$ cat src/hw/rtl/tfd_pkg.sv
// ----------------------------------------------------------------------------
// tfd_pkg
// types, constants and the crc step shared by the tlv frame decoder
// ----------------------------------------------------------------------------
package tfd_pkg;

	localparam logic [7:0]  SYNC_BYTE  = 8'h5A;
	localparam logic [7:0]  ZERO_BYTE  = 8'h00;
	localparam logic [2:0]  HDR_LEN    = 3'd6;
	localparam logic [2:0]  CRC_LEN    = 3'd2;
	localparam logic [2:0]  POS_MAX    = 3'd7;
	localparam logic [15:0] CRC_POLY   = 16'h1021;

	typedef enum logic [1:0] {
		KIND_PARAM  = 2'd0,
		KIND_VALUE  = 2'd1,
		KIND_STATUS = 2'd2
	} kind_t;

	typedef enum logic [1:0] {
		ST_OK        = 2'd0,
		ST_HEADER    = 2'd1,
		ST_CRC       = 2'd2,
		ST_MALFORMED = 2'd3
	} status_t;

	typedef enum logic [1:0] {
		PH_TYPE = 2'd0,
		PH_LEN  = 2'd1,
		PH_VAL  = 2'd2
	} phase_t;

	typedef struct packed {
		kind_t       kind;
		logic [7:0]  param_type;
		logic [7:0]  param_length;
		logic [7:0]  value_byte;
		logic [7:0]  value_index;
		logic [15:0] command;
		status_t     status;
		logic        last;
	} result_t;

	// results produced by one item, in delivery order
	typedef struct packed {
		logic [1:0] count;
		result_t    item0;
		result_t    item1;
	} step_out_t;

	// crc-16/xmodem, msb first, one byte
	function automatic logic [15:0] crc_byte(input logic [15:0] crc, input logic [7:0] b);
		logic [15:0] c;
		c = crc ^ {b, 8'h00};
		for (int i = 0; i < 8; i++) begin
			c = c[15] ? ({c[14:0], 1'b0} ^ CRC_POLY) : {c[14:0], 1'b0};
		end
		return c;
	endfunction

endpackage

$ cat src/hw/rtl/tfd_core.sv
// ----------------------------------------------------------------------------
// tfd_core
// delay line, crc, header check and tlv parser state; one byte per step
// ----------------------------------------------------------------------------
module tfd_core (
	input  logic                clk,
	input  logic                arst_n,
	input  logic                step,
	input  logic [7:0]          data_byte,
	input  logic                frame_end,
	output tfd_pkg::step_out_t  res
);
	import tfd_pkg::*;

	localparam logic [2:0] SHORT_LIM = HDR_LEN - CRC_LEN;

	logic [7:0]  held0_q, held1_q, held0_d, held1_d;
	logic [1:0]  held_cnt_q, held_cnt_d;
	logic [2:0]  pos_q, pos_d;
	logic [15:0] crc_q, crc_d;
	logic        hdr_good_q, hdr_good_d;
	phase_t      phase_q, phase_d;
	logic [7:0]  type_q, type_d;
	logic [7:0]  remain_q, remain_d;
	logic [7:0]  vpos_q, vpos_d;
	logic [15:0] cmd_q, cmd_d;

	result_t     rel_item, stat_item;
	logic        rel_valid;
	logic [7:0]  b, hi;
	logic        have_crc;
	logic [15:0] cmd_f;
	status_t     st;

	always_ff @(posedge clk or negedge arst_n) begin
		if (!arst_n) begin
			held0_q    <= '0;
			held1_q    <= '0;
			held_cnt_q <= '0;
			pos_q      <= '0;
			crc_q      <= '0;
			hdr_good_q <= 1'b1;
			phase_q    <= PH_TYPE;
			type_q     <= '0;
			remain_q   <= '0;
			vpos_q     <= '0;
			cmd_q      <= '0;
		end else if (step) begin
			held0_q    <= held0_d;
			held1_q    <= held1_d;
			held_cnt_q <= held_cnt_d;
			pos_q      <= pos_d;
			crc_q      <= crc_d;
			hdr_good_q <= hdr_good_d;
			phase_q    <= phase_d;
			type_q     <= type_d;
			remain_q   <= remain_d;
			vpos_q     <= vpos_d;
			cmd_q      <= cmd_d;
		end
	end

	always_comb begin
		held0_d    = held0_q;
		held1_d    = held1_q;
		held_cnt_d = held_cnt_q;
		pos_d      = pos_q;
		crc_d      = crc_q;
		hdr_good_d = hdr_good_q;
		phase_d    = phase_q;
		type_d     = type_q;
		remain_d   = remain_q;
		vpos_d     = vpos_q;
		cmd_d      = cmd_q;
		rel_item   = '0;
		stat_item  = '0;
		rel_valid  = 1'b0;
		b          = held0_q;
		hi         = '0;
		have_crc   = 1'b0;
		cmd_f      = '0;
		st         = ST_OK;

		// oldest held byte leaves the delay line once two are held
		if (held_cnt_q == 2'd2) begin
			crc_d = crc_byte(crc_q, b);
			if (pos_q == 3'd0 && b != SYNC_BYTE) hdr_good_d = 1'b0;
			if (pos_q == 3'd3 && b != ZERO_BYTE) hdr_good_d = 1'b0;
			if (pos_q == 3'd4 || pos_q == 3'd5) cmd_d = {cmd_q[7:0], b};
			if (pos_q >= HDR_LEN) begin
				case (phase_q)
					PH_LEN: begin
						remain_d              = b;
						vpos_d                = '0;
						rel_valid             = 1'b1;
						rel_item.kind         = KIND_PARAM;
						rel_item.param_type   = type_q;
						rel_item.param_length = b;
						rel_item.command      = cmd_q;
						phase_d               = (b != 8'd0) ? PH_VAL : PH_TYPE;
					end
					PH_VAL: begin
						rel_valid             = 1'b1;
						rel_item.kind         = KIND_VALUE;
						rel_item.param_type   = type_q;
						rel_item.param_length = vpos_q + remain_q;
						rel_item.value_byte   = b;
						rel_item.value_index  = vpos_q;
						rel_item.command      = cmd_q;
						vpos_d                = vpos_q + 8'd1;
						remain_d              = remain_q - 8'd1;
						if (remain_d == 8'd0) phase_d = PH_TYPE;
					end
					default: begin
						type_d  = b;
						phase_d = PH_LEN;
					end
				endcase
			end
			if (pos_q < POS_MAX) pos_d = pos_q + 3'd1;
		end

		if (!frame_end) begin
			if (held_cnt_q == 2'd2) begin
				held0_d = held1_q;
				held1_d = data_byte;
			end else begin
				if (held_cnt_q[0]) held1_d = data_byte;
				else held0_d = data_byte;
				held_cnt_d = held_cnt_q + 2'd1;
			end
		end else begin
			have_crc = (held_cnt_q != 2'd0);
			if (held_cnt_q == 2'd2) hi = held1_q;
			else if (held_cnt_q == 2'd1) hi = held0_q;

			// short frames borrow crc bytes for the command word
			if (pos_d == 3'd4) cmd_f = {hi, data_byte};
			else if (pos_d == 3'd5) cmd_f = {cmd_d[7:0], hi};
			else cmd_f = cmd_d;

			if (!have_crc || pos_d < SHORT_LIM || !hdr_good_d) st = ST_HEADER;
			else if (crc_d != {hi, data_byte}) st = ST_CRC;
			else if (phase_d == PH_LEN || phase_d == PH_VAL) st = ST_MALFORMED;
			else st = ST_OK;

			stat_item.kind    = KIND_STATUS;
			stat_item.command = cmd_f;
			stat_item.status  = st;
			stat_item.last    = 1'b1;

			held0_d    = '0;
			held1_d    = '0;
			held_cnt_d = '0;
			pos_d      = '0;
			crc_d      = '0;
			hdr_good_d = 1'b1;
			phase_d    = PH_TYPE;
			type_d     = '0;
			remain_d   = '0;
			vpos_d     = '0;
			cmd_d      = '0;
		end

		res.count = {1'b0, rel_valid} + {1'b0, frame_end};
		res.item0 = rel_valid ? rel_item : stat_item;
		res.item1 = stat_item;
	end

endmodule

$ cat src/hw/rtl/tfd_outq.sv
// ----------------------------------------------------------------------------
// tfd_outq
// four-entry result queue, takes up to two results a cycle, gives one
// ----------------------------------------------------------------------------
module tfd_outq (
	input  logic                clk,
	input  logic                arst_n,
	input  logic                push,
	input  tfd_pkg::step_out_t  push_data,
	input  logic                pop,
	output logic                room,
	output logic                head_valid,
	output tfd_pkg::result_t    head
);
	import tfd_pkg::*;

	result_t    entry_q [4];
	logic [1:0] wr_ptr_q, rd_ptr_q;
	logic [2:0] cnt_q;
	logic [1:0] n_push;
	logic       do_pop;

	assign n_push     = push ? push_data.count : 2'd0;
	assign head_valid = (cnt_q != 3'd0);
	assign do_pop     = pop && head_valid;
	assign room       = (cnt_q <= 3'd2);
	assign head       = entry_q[rd_ptr_q];

	always_ff @(posedge clk) begin
		if (n_push != 2'd0) entry_q[wr_ptr_q] <= push_data.item0;
		if (n_push == 2'd2) entry_q[wr_ptr_q + 2'd1] <= push_data.item1;
	end

	always_ff @(posedge clk or negedge arst_n) begin
		if (!arst_n) begin
			wr_ptr_q <= '0;
			rd_ptr_q <= '0;
			cnt_q    <= '0;
		end else begin
			wr_ptr_q <= wr_ptr_q + n_push;
			if (do_pop) rd_ptr_q <= rd_ptr_q + 2'd1;
			cnt_q <= cnt_q + {1'b0, n_push} - {2'b00, do_pop};
		end
	end

endmodule

$ cat src/hw/rtl/tlv_frame_decoder_crc16.sv
// path: an accepted item is held in the input register, and its results are written to the
// result queue, whose head drives out. throughput: one item per cycle while the queue has room;
// a frame end that also releases a parameter byte makes two results, given out one after the other
// the rate is set by the four-entry result queue and the output handshake
// reset: arst_n clears the parser state, the input valid flag and the queue pointers at once
// ----------------------------------------------------------------------------
// tlv_frame_decoder_crc16
// streaming decoder for tlv frames closed by a crc-16/xmodem
// ----------------------------------------------------------------------------
module tlv_frame_decoder_crc16 (
	input  logic        clk,
	input  logic        arst_n,
	input  logic        in_valid,
	output logic        in_ready,
	input  logic [7:0]  data_byte,
	input  logic        frame_end,
	output logic        out_valid,
	input  logic        out_ready,
	output logic [1:0]  result_kind,
	output logic [7:0]  param_type,
	output logic [7:0]  param_length,
	output logic [7:0]  value_byte,
	output logic [7:0]  value_index,
	output logic [15:0] command,
	output logic [1:0]  status,
	output logic        last
);
	import tfd_pkg::*;

	logic      valid_s1;
	logic [7:0] byte_s1;
	logic      fin_s1;
	logic      step;
	logic      room;
	step_out_t step_res;
	result_t   head;

	assign step     = valid_s1 && room;
	assign in_ready = !valid_s1 || step;

	always_ff @(posedge clk or negedge arst_n) begin
		if (!arst_n) begin
			valid_s1 <= 1'b0;
		end else if (in_valid && in_ready) begin
			valid_s1 <= 1'b1;
		end else if (step) begin
			valid_s1 <= 1'b0;
		end
	end

	always_ff @(posedge clk) begin
		if (in_valid && in_ready) begin
			byte_s1 <= data_byte;
			fin_s1  <= frame_end;
		end
	end

	tfd_core u_core (
		.clk       (clk),
		.arst_n    (arst_n),
		.step      (step),
		.data_byte (byte_s1),
		.frame_end (fin_s1),
		.res       (step_res)
	);

	tfd_outq u_outq (
		.clk        (clk),
		.arst_n     (arst_n),
		.push       (step),
		.push_data  (step_res),
		.pop        (out_ready),
		.room       (room),
		.head_valid (out_valid),
		.head       (head)
	);

	assign result_kind  = head.kind;
	assign param_type   = head.param_type;
	assign param_length = head.param_length;
	assign value_byte   = head.value_byte;
	assign value_index  = head.value_index;
	assign command      = head.command;
	assign status       = head.status;
	assign last         = head.last;

endmodule

$ cat config.mk
export PLATFORM = sky130hd
export DESIGN_NAME = tlv_frame_decoder_crc16
export DESIGN_NICKNAME = d
export VERILOG_FILES = /design/src/hw/rtl/tfd_pkg.sv /design/src/hw/rtl/tfd_core.sv /design/src/hw/rtl/tfd_outq.sv /design/src/hw/rtl/tlv_frame_decoder_crc16.sv
export SDC_FILE = /design/constraint.sdc
export NUM_CORES = 1
export LEC_CHECK = 0
export ABC_AREA = 1
export BUFFER_PORTS_ARGS = -buffer_cell sky130_fd_sc_hd__buf_2
export CORE_ASPECT_RATIO = 0.6
export CORE_UTILIZATION = 55
export DETAILED_ROUTE_END_ITERATION = 12
export MAX_ROUTING_LAYER = met4
export PLACE_DENSITY = 0.79
export SLEW_MARGIN = 15
export SYNTH_ARGS = -nofsm -noshare
export SYNTH_HDL_FRONTEND = slang
export SYNTH_HIERARCHICAL = 1
export SYNTH_SLANG_ARGS = --single-unit
export TNS_END_PERCENT = 100
$ cat constraint.sdc
create_clock -name clk -period 10.5 [get_ports clk]
set_clock_uncertainty 0.15 [all_clocks]
set_input_delay 2.625 -clock clk [delete_from_list [all_inputs] [get_ports clk]]
set_output_delay 2.625 -clock clk [all_outputs]
set_load 0.02 [all_outputs]
* Yosys cells after proc, flatten, opt, wreduce, memory -nomap -nowiden *
Memory sizes are Yosys's and may differ from the RTL's.
Cells that the tools add are included.

operators by class
  add/subtract/negate cells = 11
  $lt $le $gt $ge = 4
  equality and inequality tests = 17
  muxes and demuxes = 72
  bitwise logic cells = 9
  reductions and logical operators = 30

operators by type and width
  cell                                                             number
  8-bit 2-to-1 mux                                                 19
  16-bit 2-to-1 mux                                                9
  13-bit 2-to-1 mux                                                8
  50-bit 2-to-1 mux                                                2
  53-bit 2-to-1 mux                                                1
  17-bit case mux with 2 select lines                              1
  8-bit case mux with 2 select lines                               2
  2-bit 2-to-1 mux                                                 12
  3-bit NOT                                                        8
  19-bit 2-to-1 mux                                                1
  16-bit != test                                                   1
  16-bit bitwise XOR                                               1
  1-bit 2-to-1 mux                                                 13
  3-bit equality test, second input constant                       4
  2-bit nonzero test                                               5
  3-bit 2-to-1 mux                                                 3
  3-bit nonzero test                                               3
  8-bit by 1-bit adder with 8-bit output, second input constant    1
  8-bit adder                                                      1
  2-bit equality test, second input constant                       4
  8-bit logical NOT                                                1
  8-bit by 7-bit != test with 1-bit output, second input constant  1
  4-bit AND reduction                                              2
  8-bit nonzero test                                               1
  other kinds (22)                                                 39

storage, ports and cells
  register bits = 97
  RAM bits = 212
  input port bits = 13
  output and inout bits = 55
  logic and storage cells = 161
  memories = 1

memories
  name            words  bits a word  read ports  clocked after Yosys merged registers in  write ports  line            RTL
  u_outq.entry_q  4      53           1           0                                        2            tfd_outq.sv:17  result_t entry_q [4];

* Depth between registers and ports, before layout *
  depth after elaboration = 23
  gate-level depth with buffers = 19
  depth with buffers taken out = 19

* Modules after synthesis *
Netlist, hierarchy kept.

by module, submodules not included
  module                   times used  cells each  area an instance (um^2)  sequential area each (um^2)
  tfd_outq                 1           1,439       11,677.4                 6,541.3
  tfd_core                 1           948         6,296.0                  2,003.2
  tlv_frame_decoder_crc16  1           17          322.8                    295.3

* Worst setup path before layout *
OpenSTA, ideal clock, no wires.

  kind = reg2reg
  start = reg u_core.held_cnt_q[0]
  end = mem u_outq/entry_q[1][0] in the netlist's numbering (enable)
  data arrival time = 3.586 ns
  data required time = 9.938 ns
  slack = 6.352 ns
  stages on the path, launching flop included = 16
  path buffers = 3
  cell sequence = dfrtp_1 -> inv_1 -> ha_1 -> nand2_1 -> nor2_1 -> inv_1 -> nor2_1 -> inv_1 -> buf_2 -> buf_1 -> ha_1 -> inv_1 -> nor2_4 -> nand2_1 -> buf_2 -> nand2_1

RTL lines
  element                 line            RTL
  from (decl)             tfd_core.sv:18  logic [1:0] held_cnt_q, held_cnt_d;
  from (signal assigned)  tfd_core.sv:51  held_cnt_q <= held_cnt_d;
  to (decl)               tfd_outq.sv:17

* Final worst setup path *
  start = reg u_outq.rd_ptr_q[0]
  end = out result_kind[0]

between the ends
  longest elaborated chain between the ends = 1

ends and longest elaborated chain
  element                 line                           RTL
  from (decl)             tfd_outq.sv:18                 logic [1:0] wr_ptr_q, rd_ptr_q;
  from (signal assigned)  tfd_outq.sv:41                 if (do_pop) rd_ptr_q <= rd_ptr_q + 2'd1;
  memory 4 x 53 bit       --
  to (decl)               tlv_frame_decoder_crc16.sv:19  output logic [1:0] result_kind,

No other way between the ends.

==> impl_metrics.toml <==
[clock_network]
cts.sinks = 309
ctsResizeCount = 0
cts_buffer_depth = 3
post_cts_buffers = 0
htreeDepth = 1
cts_tree = "done"
cts_root_buf = "clkbuf_16"
clock_latency_ns = 0.57
clk_pin_slew_ns = 0.06
numCtsBuffers = 29
postCtsHoldBufs = 0

[floorplan]
dieArea_um2 = 34000
start_util = 0.561
core_um2 = 32600
die_w_um = 237
io_pins = 68
rows = 51
die_h_um = 143

[layout]
seqCellArea_um2 = 8840
multi_input_area_um2 = 7960
final_nets = 2436
area_growth_syn_to_layout_pct = 7.38
drive_gt1_frac = 0.0761
n_fill_cell = 2754
utilization = 0.603

[setup_path]
cp_common_cell = "nor2_1"
cp_num_buf_inv = 2
critPathLaunchType = "flip-flop"
worst_setup_path_end_kind = "output pin"
cp_max_fo = 98
critPathArrivalTime_ns = 3.16
cp_slowest_cell = "buf_4"
crit_type = "flip-flop to output pin"
path_cells = "buf_4 -> nor2_1 -> nor2_1 -> o21ai_0 -> nand2_1 -> buf_2"
crit_family = "buffers and inverters"
crit_required_ns = 7.73
crit_path_max_incr_delay_ns = 0.84

[sta]
worst_pin_slew_ns = 1.21
hold_violations = 0
period_share = 0.565
max_slew_margin = 0.184
post-route-min-period_ns = 5.93
rsz0062_at_grt = "no"
drv_slew = 0
fin_tns_setup_ns = 0
fmax_ghz = 0.169
setup_viol = 0

[yosys]
yosysWarnings = 6
syn_area_per_cell_um2 = 7.61
seq_area_frac_synth = 0.483
synth_top_area_cell = "edfxtp_1"
synth-seq-cells = 309
synth_cell_types = 43
synth_cells = 2404
yosys-top-cells-area = "edfxtp_1, nand2_1, dfrtp_1, nand3_1, o21ai_0"
yosys.area.top_type_share = 0.363
synth_flop_cell = "edfxtp_1"
synth_edf_count = 221
netlist_area_um2 = 18300
async_flop_share = 0.285

[drt]
wirelength_um = 54900
drt_iter0_drc = 2553
vias = 16700
postRouteAntennaNets = 0
wl_per_cell_um = 19.1
route.detailed.drc = 0
post_drt_via_cell_ratio = 5.81
dr.pass1.iters = 7

[place]
place_congestion = 0.989
port_buffers = 67
dp_hpwl_um = 36100

[global_routing]
grt.overflow.total = 0
grt_usage = 0.332
antenna_found_initial = 1
grt_pass1_wl_um = 84500
grt_pass1_vias = 15100
grt_max_degree = 117

[pwr]
leakage_nw = 9.18
ir_drop_v = 0.000174
powerDensity_nw_per_um2 = 261

[hold_path]
hp-class = "flip-flop to flip-flop"

[run]
drv_cap = 0

[status]
run_status = "completed"
## tightest hold or removal path, cell delays in order (launching register included)
cell and delay [ns]:
dfrtp_1 0.37, nand2_1 0.06, nand2_1 0.05
## cells by family after synthesis
kind of cell             Yosys count  synth area share
AND/OR/NAND/NOR                 1370             0.309
buffers and inverters            375            0.0894
AO/OA/AOI/OAI                    309            0.0923
flip-flops                       309             0.483
adder cells (fa/ha/maj)           28            0.0200
XOR/XNOR                          12           0.00574
other                              1          0.000205
## flip-flops by register name (all words and copies together), names as in the netlist
register and cells:
u_core/held_cnt_q 2, fin_s1 1, u_outq/wr_ptr_q 2, u_core/crc_q 16
u_core/phase_q 2, u_core/type_q 8, u_core/remain_q 8, u_core/pos_q 3
valid_s1 1, u_outq/cnt_q 3, u_core/b 8, byte_s1 8
u_core/hdr_good_q 1, u_core/vpos_q 8, u_outq/rd_ptr_q 2, u_outq/entry_q 212
u_core/held1_q 8, u_core/cmd_q 16
## cell type report
cell class,count,area share
antenna,1,0.000127
timing repair buffer,98,0.0290
tap,450,0.0287
clock inverter,14,0.00726
clock buffer,39,0.0404
inverter,205,0.0392
multi-input combinational,1752,0.405
sequential,309,0.450
## metrics by stage
| step | worst slack, ns | power [mW] | cells | hold WS, ns | area, µm² |
|---|---|---|---|---|---|
| 3_5_place_dp | 5.29 | 3.99 | 2814 | 0.339 | 18700 |
| 6_report | 4.57 | 5.12 | 2868 | 0.351 | 19600 |
| 5_1_grt | 4.39 | 5.40 | 2868 | 0.386 | 19600 |
| 3_3_place_gp | 5.33 | 3.93 | 2814 | 0.330 | 18700 |
| 2_1_floorplan | 6.35 | 3.25 | 2436 | 0.311 | 18400 |
| 4_1_cts | 4.69 | 5.06 | 2867 | 0.355 | 19600 |
## path summary, 6_finish.rpt
check | startpoint | endpoint | slack (ns) | cells after the start
min in group asynchronous | arst_n | u_core/b[7] | 1.81 | 1
setup / recovery | u_outq/rd_ptr_q[0] | result_kind[0] | 4.57 | 6
hold / removal | u_outq/rd_ptr_q[1] | u_outq/rd_ptr_q[1] | 0.35 | 2
setup reg to reg | u_core/held_cnt_q[0] | u_outq/entry_q[3][27] | 5.41 | 15
max in group asynchronous | arst_n | u_core/remain_q[4] | 7.14 | 2
hold reg to reg | u_outq/rd_ptr_q[1] | u_outq/rd_ptr_q[1] | 0.35 | 2
## cell usage after synthesis (2+ instances only)
cell type and number:
o211ai_1 4, o21ai_0 205, nand2_2 6, nor3_2 3, nor2_2 2, nand3_1 292
inv_2 12, dfrtp_1 87, edfxtp_1 221, nand3b_1 3, xor2_1 10, buf_2 62
inv_1 192, nand2_1 836, a221oi_1 3, xnor2_1 2, fa_1 2, nand2_4 2
o21ai_1 16, a21oi_1 23, nand4_1 7, nor3_1 15, ha_1 26, clkbuf_1 54
or2_2 2, o22ai_1 37, nor2_4 5, o2111ai_1 5, nor2_1 195, o32ai_1 3
buf_4 38, buf_1 14, a211oi_1 10
## layer usage
metal | vias to the layer above | track usage | wire (µm) | share of wire
li1 | 7822 | - | - | -
met1 | 7576 | 0.460 | 22800 | 0.42
met2 | 1147 | 0.458 | 22300 | 0.41
met3 | 124 | 0.105 | 8020 | 0.15
met4 | 0 | 0.111 | 1760 | 0.032
met5 | - | - | 0 | 0
## power by group
part / internal (mW) / total, mW / switching (mW)
combinational: 0.597 / 2.32 / 1.73
sequential: 1.55 / 1.72 / 0.169
clock: 0.601 / 1.08 / 0.475
## layout by cell type, fill, tap and decap left out, types with 15 or more instances in the layout
| cell | instances |
|---|---|
| nand3_1 | 292 |
| buf_4 | 32 |
| nand2_1 | 830 |
| inv_1 | 192 |
| dfrtp_1 | 86 |
| o21ai_1 | 16 |
| nor3_1 | 15 |
| ha_1 | 26 |
| nor2_1 | 195 |
| edfxtp_1 | 221 |
| o22ai_1 | 37 |
| conb_1 | 33 |
| a21oi_1 | 23 |
| buf_2 | 66 |
| clkbuf_16 | 29 |
| o21ai_0 | 205 |
Note: power is estimated with default switching activity, not from simulation.
